==> src/hdl/zlhd_pkg.sv <==
// shared types, register codes and level clamp helpers for the zoom level hold block
`timescale 1ns / 1ps

package zlhd_pkg;

    localparam int LVL_W  = 4;
    localparam int HOLD_W = 16;
    localparam int DATA_W = 32;
    localparam int ADDR_W = 4;

    localparam logic [1:0] OP_REQUEST = 2'd0;
    localparam logic [1:0] OP_ADVANCE = 2'd1;
    localparam logic [1:0] OP_TICK    = 2'd2;

    localparam logic [1:0] REG_MIN_LEVEL      = 2'd0;
    localparam logic [1:0] REG_MAX_LEVEL      = 2'd1;
    localparam logic [1:0] REG_HOLD_TICKS     = 2'd2;
    localparam logic [1:0] REG_CONTENT_LOADED = 2'd3;

    localparam logic [LVL_W-1:0]  RST_MIN_LEVEL  = 4'd0;
    localparam logic [LVL_W-1:0]  RST_MAX_LEVEL  = 4'd15;
    localparam logic [HOLD_W-1:0] RST_HOLD_TICKS = 16'd10;
    localparam logic              RST_CONTENT    = 1'b0;

    typedef struct packed {
        logic [LVL_W-1:0]  min_level;
        logic [LVL_W-1:0]  max_level;
        logic [HOLD_W-1:0] hold_ticks;
        logic              content_loaded;
    } cfg_t;

    typedef struct packed {
        logic [1:0]       opcode;
        logic [LVL_W-1:0] wanted_level;
        logic             cache_has_success;
        logic             view_settled;
    } item_t;

    typedef struct packed {
        logic [LVL_W-1:0] held_level;
        logic             holding;
        logic             reached;
        logic             climbed;
    } result_t;

    function automatic logic [LVL_W-1:0] floor_lvl(input logic [LVL_W-1:0] mn, input int top);
        return (int'(mn) > top) ? LVL_W'(top) : mn;
    endfunction

    function automatic logic [LVL_W-1:0] ceil_lvl(input logic [LVL_W-1:0] mn,
                                                 input logic [LVL_W-1:0] mx, input int top);
        logic [LVL_W-1:0] f;
        logic [LVL_W-1:0] c;
        f = floor_lvl(mn, top);
        c = (int'(mx) > top) ? LVL_W'(top) : mx;
        return (c < f) ? f : c;
    endfunction

endpackage

==> src/hdl/zlhd_cfg.sv <==
// apb register file for level range, hold time and content flag
`timescale 1ns / 1ps

module zlhd_cfg
    import zlhd_pkg::*;
(
    input  logic              clk,
    input  logic              rst_n,
    input  logic              psel,
    input  logic              penable,
    input  logic              pwrite,
    input  logic [ADDR_W-1:0] paddr,
    input  logic [DATA_W-1:0] pwdata,
    output logic [DATA_W-1:0] prdata,
    output cfg_t              cfg,
    output cfg_t              cfg_next,
    output logic              restart
);

    cfg_t       cfg_reg;
    logic [1:0] idx;

    assign idx     = paddr[ADDR_W-1:2];
    assign restart = psel & penable & pwrite;
    assign cfg     = cfg_reg;

    always_comb
    begin
        cfg_next = cfg_reg;
        if (restart)
        begin
            case (idx)
                REG_MIN_LEVEL:      cfg_next.min_level      = pwdata[LVL_W-1:0];
                REG_MAX_LEVEL:      cfg_next.max_level      = pwdata[LVL_W-1:0];
                REG_HOLD_TICKS:     cfg_next.hold_ticks     = pwdata[HOLD_W-1:0];
                REG_CONTENT_LOADED: cfg_next.content_loaded = pwdata[0];
                default:            cfg_next = cfg_reg;
            endcase
        end
    end

    always_comb
    begin
        case (idx)
            REG_MIN_LEVEL:      prdata = DATA_W'(cfg_reg.min_level);
            REG_MAX_LEVEL:      prdata = DATA_W'(cfg_reg.max_level);
            REG_HOLD_TICKS:     prdata = DATA_W'(cfg_reg.hold_ticks);
            REG_CONTENT_LOADED: prdata = DATA_W'(cfg_reg.content_loaded);
            default:            prdata = '0;
        endcase
    end

    always_ff @(posedge clk or negedge rst_n)
    begin
        if (!rst_n)
        begin
            cfg_reg.min_level      <= RST_MIN_LEVEL;
            cfg_reg.max_level      <= RST_MAX_LEVEL;
            cfg_reg.hold_ticks     <= RST_HOLD_TICKS;
            cfg_reg.content_loaded <= RST_CONTENT;
        end
        else
        begin
            cfg_reg <= cfg_next;
        end
    end

endmodule

==> src/hdl/zlhd_core.sv <==
// level hold state registers and the per-item update logic
`timescale 1ns / 1ps

module zlhd_core
    import zlhd_pkg::*;
#(
    parameter int LEVEL_COUNT = 16,
    parameter int TIMER_BITS  = 16
)
(
    input  logic    clk,
    input  logic    rst_n,
    input  cfg_t    cfg,
    input  cfg_t    cfg_next,
    input  logic    restart,
    input  logic    step,
    input  item_t   item,
    output result_t result
);

    localparam int TopLevel = LEVEL_COUNT - 1;
    localparam int CmpW     = (TIMER_BITS > HOLD_W) ? TIMER_BITS : HOLD_W;

    logic [LVL_W-1:0]      held_reg, held_next;
    logic [LVL_W-1:0]      desired_reg, desired_next;
    logic [LVL_W-1:0]      pending_reg, pending_next;
    logic                  started_reg, started_next;
    logic                  arrived_reg, arrived_next;
    logic [TIMER_BITS-1:0] timer_reg, timer_next;
    logic                  climbed;

    logic [LVL_W-1:0] lo, hi, d, step_down;
    logic             timer_done;

    assign lo         = floor_lvl(cfg.min_level, TopLevel);
    assign hi         = ceil_lvl(cfg.min_level, cfg.max_level, TopLevel);
    assign timer_done = CmpW'(timer_reg) >= CmpW'(cfg.hold_ticks);
    assign step_down  = held_reg - LVL_W'(1);

    always_comb
    begin
        d = item.wanted_level;
        if (d < lo)
            d = lo;
        if (d > hi)
            d = hi;
    end

    always_comb
    begin
        held_next    = held_reg;
        desired_next = desired_reg;
        pending_next = pending_reg;
        started_next = started_reg;
        arrived_next = arrived_reg;
        timer_next   = timer_reg;
        climbed      = 1'b0;
        case (item.opcode)
            OP_REQUEST:
            begin
                desired_next = d;
                if (!started_reg)
                begin
                    started_next = 1'b1;
                    pending_next = d;
                    timer_next   = '0;
                    if (!item.cache_has_success && hi > d)
                    begin
                        held_next    = d + LVL_W'(1);
                        arrived_next = 1'b0;
                    end
                    else
                    begin
                        held_next    = d;
                        arrived_next = 1'b1;
                    end
                end
                else if (d > held_reg || (held_reg - d) > LVL_W'(1) && arrived_reg)
                begin
                    // zoom-out, or a settled jump of two or more levels finer
                    held_next    = d;
                    arrived_next = 1'b1;
                    pending_next = d;
                    timer_next   = '0;
                end
                else if (!arrived_reg && held_reg > d)
                begin
                    // cold climb: one level finer per settled view
                    pending_next = d;
                    if (item.view_settled)
                    begin
                        timer_next = '0;
                        if (step_down <= d)
                        begin
                            held_next    = d;
                            arrived_next = 1'b1;
                        end
                        else
                        begin
                            held_next = step_down;
                        end
                    end
                end
                else if (d == held_reg)
                begin
                    arrived_next = 1'b1;
                    pending_next = d;
                end
                else if (d != pending_reg)
                begin
                    pending_next = d;
                    timer_next   = '0;
                end
                else if (timer_done)
                begin
                    held_next    = d;
                    arrived_next = 1'b1;
                end
            end
            OP_ADVANCE:
            begin
                if (started_reg && cfg.content_loaded && !arrived_reg
                    && held_reg > desired_reg && item.view_settled)
                begin
                    climbed = 1'b1;
                    if (step_down <= desired_reg)
                    begin
                        held_next    = desired_reg;
                        arrived_next = 1'b1;
                    end
                    else
                    begin
                        held_next = step_down;
                    end
                end
            end
            OP_TICK:
            begin
                if (!(&timer_reg))
                    timer_next = timer_reg + TIMER_BITS'(1);
            end
            default:
            begin
                climbed = 1'b0;
            end
        endcase
    end

    assign result.held_level = held_next;
    assign result.holding    = started_next && (desired_next != held_next);
    assign result.reached    = arrived_next;
    assign result.climbed    = climbed;

    always_ff @(posedge clk or negedge rst_n)
    begin
        if (!rst_n)
        begin
            held_reg    <= '0;
            desired_reg <= ceil_lvl(RST_MIN_LEVEL, RST_MAX_LEVEL, TopLevel);
            pending_reg <= '0;
            started_reg <= 1'b0;
            arrived_reg <= 1'b0;
            timer_reg   <= '0;
        end
        else if (restart)
        begin
            held_reg    <= '0;
            desired_reg <= ceil_lvl(cfg_next.min_level, cfg_next.max_level, TopLevel);
            pending_reg <= '0;
            started_reg <= 1'b0;
            arrived_reg <= 1'b0;
            timer_reg   <= '0;
        end
        else if (step)
        begin
            held_reg    <= held_next;
            desired_reg <= desired_next;
            pending_reg <= pending_next;
            started_reg <= started_next;
            arrived_reg <= arrived_next;
            timer_reg   <= timer_next;
        end
    end

endmodule

==> src/hdl/zoom_level_hold_debounce.sv <==
// top level: input register, level hold update and result register
`timescale 1ns / 1ps
// an input transfer is captured in the input register, and its result in the result register
// that drives m_tdata; one item per cycle, every opcode alike, while the sink takes results;
// the state update is combinational compare and clamp logic between the input and result registers
// reset: rst_n clears both stages and the level state at once; a register
// write restarts the level state the same way on the clock edge of the write

module zoom_level_hold_debounce
    import zlhd_pkg::*;
#(
    parameter int LEVEL_COUNT = 16,
    parameter int TIMER_BITS  = 16
)
(
    input  logic              clk,
    input  logic              rst_n,
    input  logic              psel,
    input  logic              penable,
    input  logic              pwrite,
    input  logic [ADDR_W-1:0] paddr,
    input  logic [DATA_W-1:0] pwdata,
    output logic [DATA_W-1:0] prdata,
    output logic              pready,
    input  logic              s_tvalid,
    output logic              s_tready,
    input  logic [7:0]        s_tdata,  // wanted_level[3:0], cache_has_success[4], view_settled[5]
    input  logic [1:0]        s_tuser,  // opcode[1:0]
    output logic              m_tvalid,
    input  logic              m_tready,
    output logic [7:0]        m_tdata   // held_level[3:0], holding[4], reached[5], climbed[6]
);

    cfg_t    cfg, cfg_next;
    logic    restart;
    item_t   in_item_reg;
    logic    in_valid_reg;
    result_t out_res_reg;
    logic    out_valid_reg;
    result_t result;
    logic    step;

    assign pready   = 1'b1;
    assign step     = in_valid_reg && (!out_valid_reg || m_tready);
    assign s_tready = !in_valid_reg || step;
    assign m_tvalid = out_valid_reg;
    assign m_tdata  = {1'b0, out_res_reg.climbed, out_res_reg.reached,
                       out_res_reg.holding, out_res_reg.held_level};

    zlhd_cfg u_cfg
    (
        .clk      (clk),
        .rst_n    (rst_n),
        .psel     (psel),
        .penable  (penable),
        .pwrite   (pwrite),
        .paddr    (paddr),
        .pwdata   (pwdata),
        .prdata   (prdata),
        .cfg      (cfg),
        .cfg_next (cfg_next),
        .restart  (restart)
    );

    zlhd_core #(
        .LEVEL_COUNT (LEVEL_COUNT),
        .TIMER_BITS  (TIMER_BITS)
    ) u_core
    (
        .clk      (clk),
        .rst_n    (rst_n),
        .cfg      (cfg),
        .cfg_next (cfg_next),
        .restart  (restart),
        .step     (step),
        .item     (in_item_reg),
        .result   (result)
    );

    always_ff @(posedge clk or negedge rst_n)
    begin
        if (!rst_n)
        begin
            in_valid_reg  <= 1'b0;
            out_valid_reg <= 1'b0;
        end
        else
        begin
            if (s_tvalid && s_tready)
                in_valid_reg <= 1'b1;
            else if (step)
                in_valid_reg <= 1'b0;
            if (step)
                out_valid_reg <= 1'b1;
            else if (m_tready)
                out_valid_reg <= 1'b0;
        end
    end

    always_ff @(posedge clk)
    begin
        if (s_tvalid && s_tready)
        begin
            in_item_reg.opcode            <= s_tuser;
            in_item_reg.wanted_level      <= s_tdata[3:0];
            in_item_reg.cache_has_success <= s_tdata[4];
            in_item_reg.view_settled      <= s_tdata[5];
        end
        if (step)
            out_res_reg <= result;
    end

endmodule

==> config.mk <==
export PLATFORM = sky130hd
export DESIGN_NAME = zoom_level_hold_debounce
export DESIGN_NICKNAME = d
export VERILOG_FILES = /design/src/hdl/zlhd_pkg.sv /design/src/hdl/zlhd_cfg.sv /design/src/hdl/zlhd_core.sv /design/src/hdl/zoom_level_hold_debounce.sv
export SDC_FILE = /design/constraint.sdc
export NUM_CORES = 1
export LEC_CHECK = 0
export BUFFER_PORTS_ARGS = -buffer_cell sky130_fd_sc_hd__buf_2
export CAP_MARGIN = 20
export CELL_PAD_IN_SITES_DETAIL_PLACEMENT = 1
export CELL_PAD_IN_SITES_GLOBAL_PLACEMENT = 1
export CORE_MARGIN = 4
export CORE_UTILIZATION = 42
export DETAILED_ROUTE_END_ITERATION = 10
export GPL_TIMING_DRIVEN = 0
export PLACE_DENSITY_LB_ADDON = 0.05
export SETUP_SLACK_MARGIN = 0.4
export SLEW_MARGIN = 25
export SYNTH_ARGS = -nofsm -noshare
export SYNTH_HDL_FRONTEND = slang
export SYNTH_SLANG_ARGS = --single-unit
==> constraint.sdc <==
create_clock -name clk -period 8.8 [get_ports clk]
set_clock_uncertainty 0.2 [all_clocks]
set_input_delay 0.88 -clock clk [delete_from_list [all_inputs] [get_ports clk]]
set_output_delay 0.88 -clock clk [all_outputs]
set_load 0.005 [all_outputs]
==> summary by stage <==
Synth
Of the synthesized area, sequential elements account for 32.5%. The count of flip-flops with a built-in enable after synthesis is 15. The number of instances in the synthesized netlist is 663. The Yosys step of the flow raised 0 warnings. Among all flip-flop cells after synthesis, the most frequent one is sky130_fd_sc_hd__dfrtp_1. The netlist area before placement is 5810 um2. The number of different library cells used by synthesis comes to 79. For this run, asynchronously set or reset flops after synthesis account for 79.2%. The post-synthesis average cell area is 8.76 um2. The flop and latch count out of synthesis is 72.

GRT
The number of global-route vias before repair is 5434. The pin count of the biggest net entering global routing is 58. The first global-routing pass estimated 29.1 mm of wire.

The initial antenna violation count is 0. The global route total overflow is 0. For this run, the total global-route usage over all layers was measured as 22.8%.

Clock network
The count of clock tree sinks is 72. The count of buffers added by post-CTS timing repair for setup is 0. After clock tree synthesis, the clock-pin slew on the worst setup and hold paths is 0.06 ns. TritonCTS built the clock tree.

The cell sitting at the root of the clock tree is a sky130_fd_sc_hd__clkbuf_16. The maximum clock insertion buffer count is 2. The clock reaches the later pin of the worst-skew pair after 0.34 ns. The H-tree was split into 3 levels. Clock tree synthesis inserted a total of 9 buffers.

Power
Net switching is 44.6% of the power. VDD sags by at most 0.104 mV. The analysis attributes to net switching a power of 0.904 mW. Combinational logic is responsible for 56.8% of the overall power.

For this design the ratio of total power to cell area is 302 nW/um2. The relative contribution of sequential cells to total power is 24.1%. The reported leakage power is 3.08 nW. The internal power of the cells totals 1.12 mW. The clock network fraction of design power is 19.1%.

Job
The total of max-cap violations is 0.

Routing
Wires add up to 17.6 mm. After detailed routing, the number of vias per cell comes to 5.58. For this block, the via count after detailed routing is 5176.

In this run the remaining antenna-violating nets after routing total 0. The initial detailed-routing violation count is 286. The wire length per cell is 19.0 um. For this run, design rule violations remaining after detail routing come to 0. Before antenna repair, the detailed router went through 4 iterations.

Timing
In the finished design, the share of the clock period the worst path needs comes to 86.8%. The accumulated negative setup slack is 0 ns. Setup violations remaining at the end of the flow were counted as 0. The maximum achievable frequency is 131 MHz.

The total count of hold-check failures in the final report is 0. Setup repair after global routing left no endpoint under its margin. Measured against its own limit, the worst slew margin works out to 43.7%. The worst path needs 7.64 ns of the cycle, external delays included.

The count of pins over their slew limit is 0. For the pin with the worst max-slew slack, the measured transition is 0.828 ns.

Die
The die covers 15800 um2. The initial utilization of the core area, before any placement, comes to 43.3%. 96 I/O pins were placed.

From bottom edge to top edge, the die measures 126 um. The width of the die is 126 um. The floorplan step defined a core boundary enclosing 13400 um2. The number of rows in the core area is 42.

Critical path
The nature of the critical path endpoint is a flop. Among all stages on the critical path, the largest delay is contributed by sky130_fd_sc_hd__mux2i_4. In this design, the stage delay of the slowest critical-path cell is 0.54 ns.

For the worst setup path, the data required time is 8.67 ns. The class of the most critical setup path is flop to flop. STA puts the critical path data arrival time at 7.51 ns.

In this run the worst path has a maximum fanout of 9. The sort of element at the start of the critical path is a flop.

Cells and area
The final layout net count is 852. The utilization of the core after routing is 50.0%. The number of flip-flops under the largest register name is 25. The post-synthesis to final-layout area growth is 15.5%. 0 antenna diodes ended up in the layout.

In the final layout, the share of cells above drive strength 1 is 19.3%.

Placement
The placer's final routability congestion estimate is 0.901. The number of I/O port buffers is 56. The half-perimeter wire length after detailed placement is 13.5 mm.

Worst hold path
The class of the tightest hold or removal check is flop to flop.

Outcome
The flow ran to the end, and the final reports show no timing, DRC or antenna violations.
==> synthesized netlist by cell type (7+ instances only) <==
library cell	number	area share [%]
sky130_fd_sc_hd__dfrtp_1	47	20
sky130_fd_sc_hd__a21oi_1	35	3.0
sky130_fd_sc_hd__o31ai_1	7	0.91
sky130_fd_sc_hd__mux2_2	7	1.4
sky130_fd_sc_hd__nand3_1	20	1.7
sky130_fd_sc_hd__o21ai_0	66	5.7
sky130_fd_sc_hd__inv_1	54	3.5
sky130_fd_sc_hd__nor3_1	7	0.60
sky130_fd_sc_hd__nor2_1	55	3.6
sky130_fd_sc_hd__xnor2_1	15	2.3
sky130_fd_sc_hd__and2_1	15	1.6
sky130_fd_sc_hd__edfxtp_1	15	7.8
sky130_fd_sc_hd__a21o_1	8	1.0
sky130_fd_sc_hd__dfstp_2	10	4.5
sky130_fd_sc_hd__nand2_1	59	3.8
sky130_fd_sc_hd__mux2i_1	18	3.1
sky130_fd_sc_hd__nand2b_1	9	0.97
sky130_fd_sc_hd__buf_4	18	2.3
sky130_fd_sc_hd__ha_1	52	11
sky130_fd_sc_hd__o21a_1	8	1.0
sky130_fd_sc_hd__a31oi_1	9	0.97
sky130_fd_sc_hd__clkbuf_1	11	0.71
==> worst max-delay path: cells and delay by family, from the launching register on <==
kind,cells,cell delay (ns)
simple gates,6,0.74
flops,1,0.49
compound gates,13,3.13
buf+inv,3,0.56
xor+xnor,1,0.19
fa+ha+maj,3,1.02
mux,2,1.02
==> power groups by stage <==
| stage | Sequential, mW | Combinational [mW] | Clock (mW) |
|---|---|---|---|
| 2_1_floorplan | 0.463 | 0.840 | 0 |
| 3_3_place_gp | 0.488 | 1.07 | 0 |
| 3_5_place_dp | 0.493 | 1.12 | 0 |
| 4_1_cts | 0.487 | 1.13 | 0.394 |
| 5_1_grt | 0.496 | 1.31 | 0.413 |
| 6_report | 0.488 | 1.15 | 0.388 |
==> what timing repair did <==
| action | 4_1_cts | 5_1_grt |
|---|---|---|
| hold buffers | 0 | 0 |
| gates resized for setup | 0 | 4 |
| setup endpoints to repair | 0 | 1 |
==> metal layers <==
metal | GRT usage [%] | vias up | share of wire (%)
li1 | - | 2502 | -
met5 | 0 | - | 0
met4 | 5.87 | 0 | 1.4
met1 | 29.9 | 2571 | 45
met2 | 39.3 | 85 | 50
met3 | 3.50 | 18 | 3.6
==> cell type report <==
type	instances	area, um2
Timing Repair Buffer	56	283
Clock inverter	7	86.3
Sequential cell	72	1890
Tap cell	176	220
Clock buffer	9	225
Fill cell	1647	6700
Inverter	54	203
Multi-Input combinational cell	519	3580
Buffer	34	216
==> cells by family after synthesis <==
logic type      count (synthesis)  synth area share (%)
compound gates                185                  20.6
xor+xnor                       19                  3.32
fa+ha+maj                      53                  11.6
buf+inv                        88                  7.22
flops                          72                  32.5
mux                            29                  5.56
other cells                     2                 0.129
simple gates                  215                  19.1
==> path summary, 6_finish.rpt <==
path                       slack [ns]                                 to  depth (start not counted)                              start
min in group asynchronous        0.42           u_cfg.cfg[5]$_DFFE_PN0P_                          1                              rst_n
setup reg to reg                 1.16               m_tdata[4]$_DFFE_PP_                         28            u_cfg.cfg[23]$_DFF_PN0_
hold reg to reg                  0.32  u_core.pending_reg[3]$_DFFE_PN0P_                          2  u_core.pending_reg[3]$_DFFE_PN0P_
setup / recovery                 1.16               m_tdata[4]$_DFFE_PP_                         28            u_cfg.cfg[23]$_DFF_PN0_
max in group asynchronous        7.46               m_tvalid$_DFFE_PN0P_                          1                              rst_n
hold / removal                   0.32  u_core.pending_reg[3]$_DFFE_PN0P_                          2  u_core.pending_reg[3]$_DFFE_PN0P_
==> through the flow <==
stage / total power, mW / setup slack (ns) / std cells / instance area [um2] / hold slack, ns
6_report: 2.03 / 1.16 / 927 / 6700 / 0.317
2_1_floorplan: 1.30 / 2.22 / 679 / 5870 / 0.257
3_5_place_dp: 1.62 / 0.903 / 911 / 6370 / 0.299
3_3_place_gp: 1.56 / 1.04 / 911 / 6370 / 0.270
4_1_cts: 2.01 / 0.838 / 927 / 6680 / 0.319
5_1_grt: 2.21 / 0.506 / 927 / 6700 / 0.337
==> layout by cell type (no fill, tap or decap), types with 10 or more instances in the layout <==
master / count
sky130_fd_sc_hd__o21ai_0: 66
sky130_fd_sc_hd__nand2_1: 59
sky130_fd_sc_hd__buf_2: 58
sky130_fd_sc_hd__nor2_1: 54
sky130_fd_sc_hd__inv_1: 54
sky130_fd_sc_hd__ha_1: 52
sky130_fd_sc_hd__dfrtp_1: 47
sky130_fd_sc_hd__a21oi_1: 35
sky130_fd_sc_hd__nand3_1: 20
sky130_fd_sc_hd__buf_4: 19
sky130_fd_sc_hd__mux2i_1: 18
sky130_fd_sc_hd__conb_1: 18
sky130_fd_sc_hd__xnor2_1: 15
sky130_fd_sc_hd__and2_1: 15
sky130_fd_sc_hd__edfxtp_1: 15
sky130_fd_sc_hd__clkbuf_1: 11
sky130_fd_sc_hd__dfstp_2: 10
(Power assumes the default switching activity.)
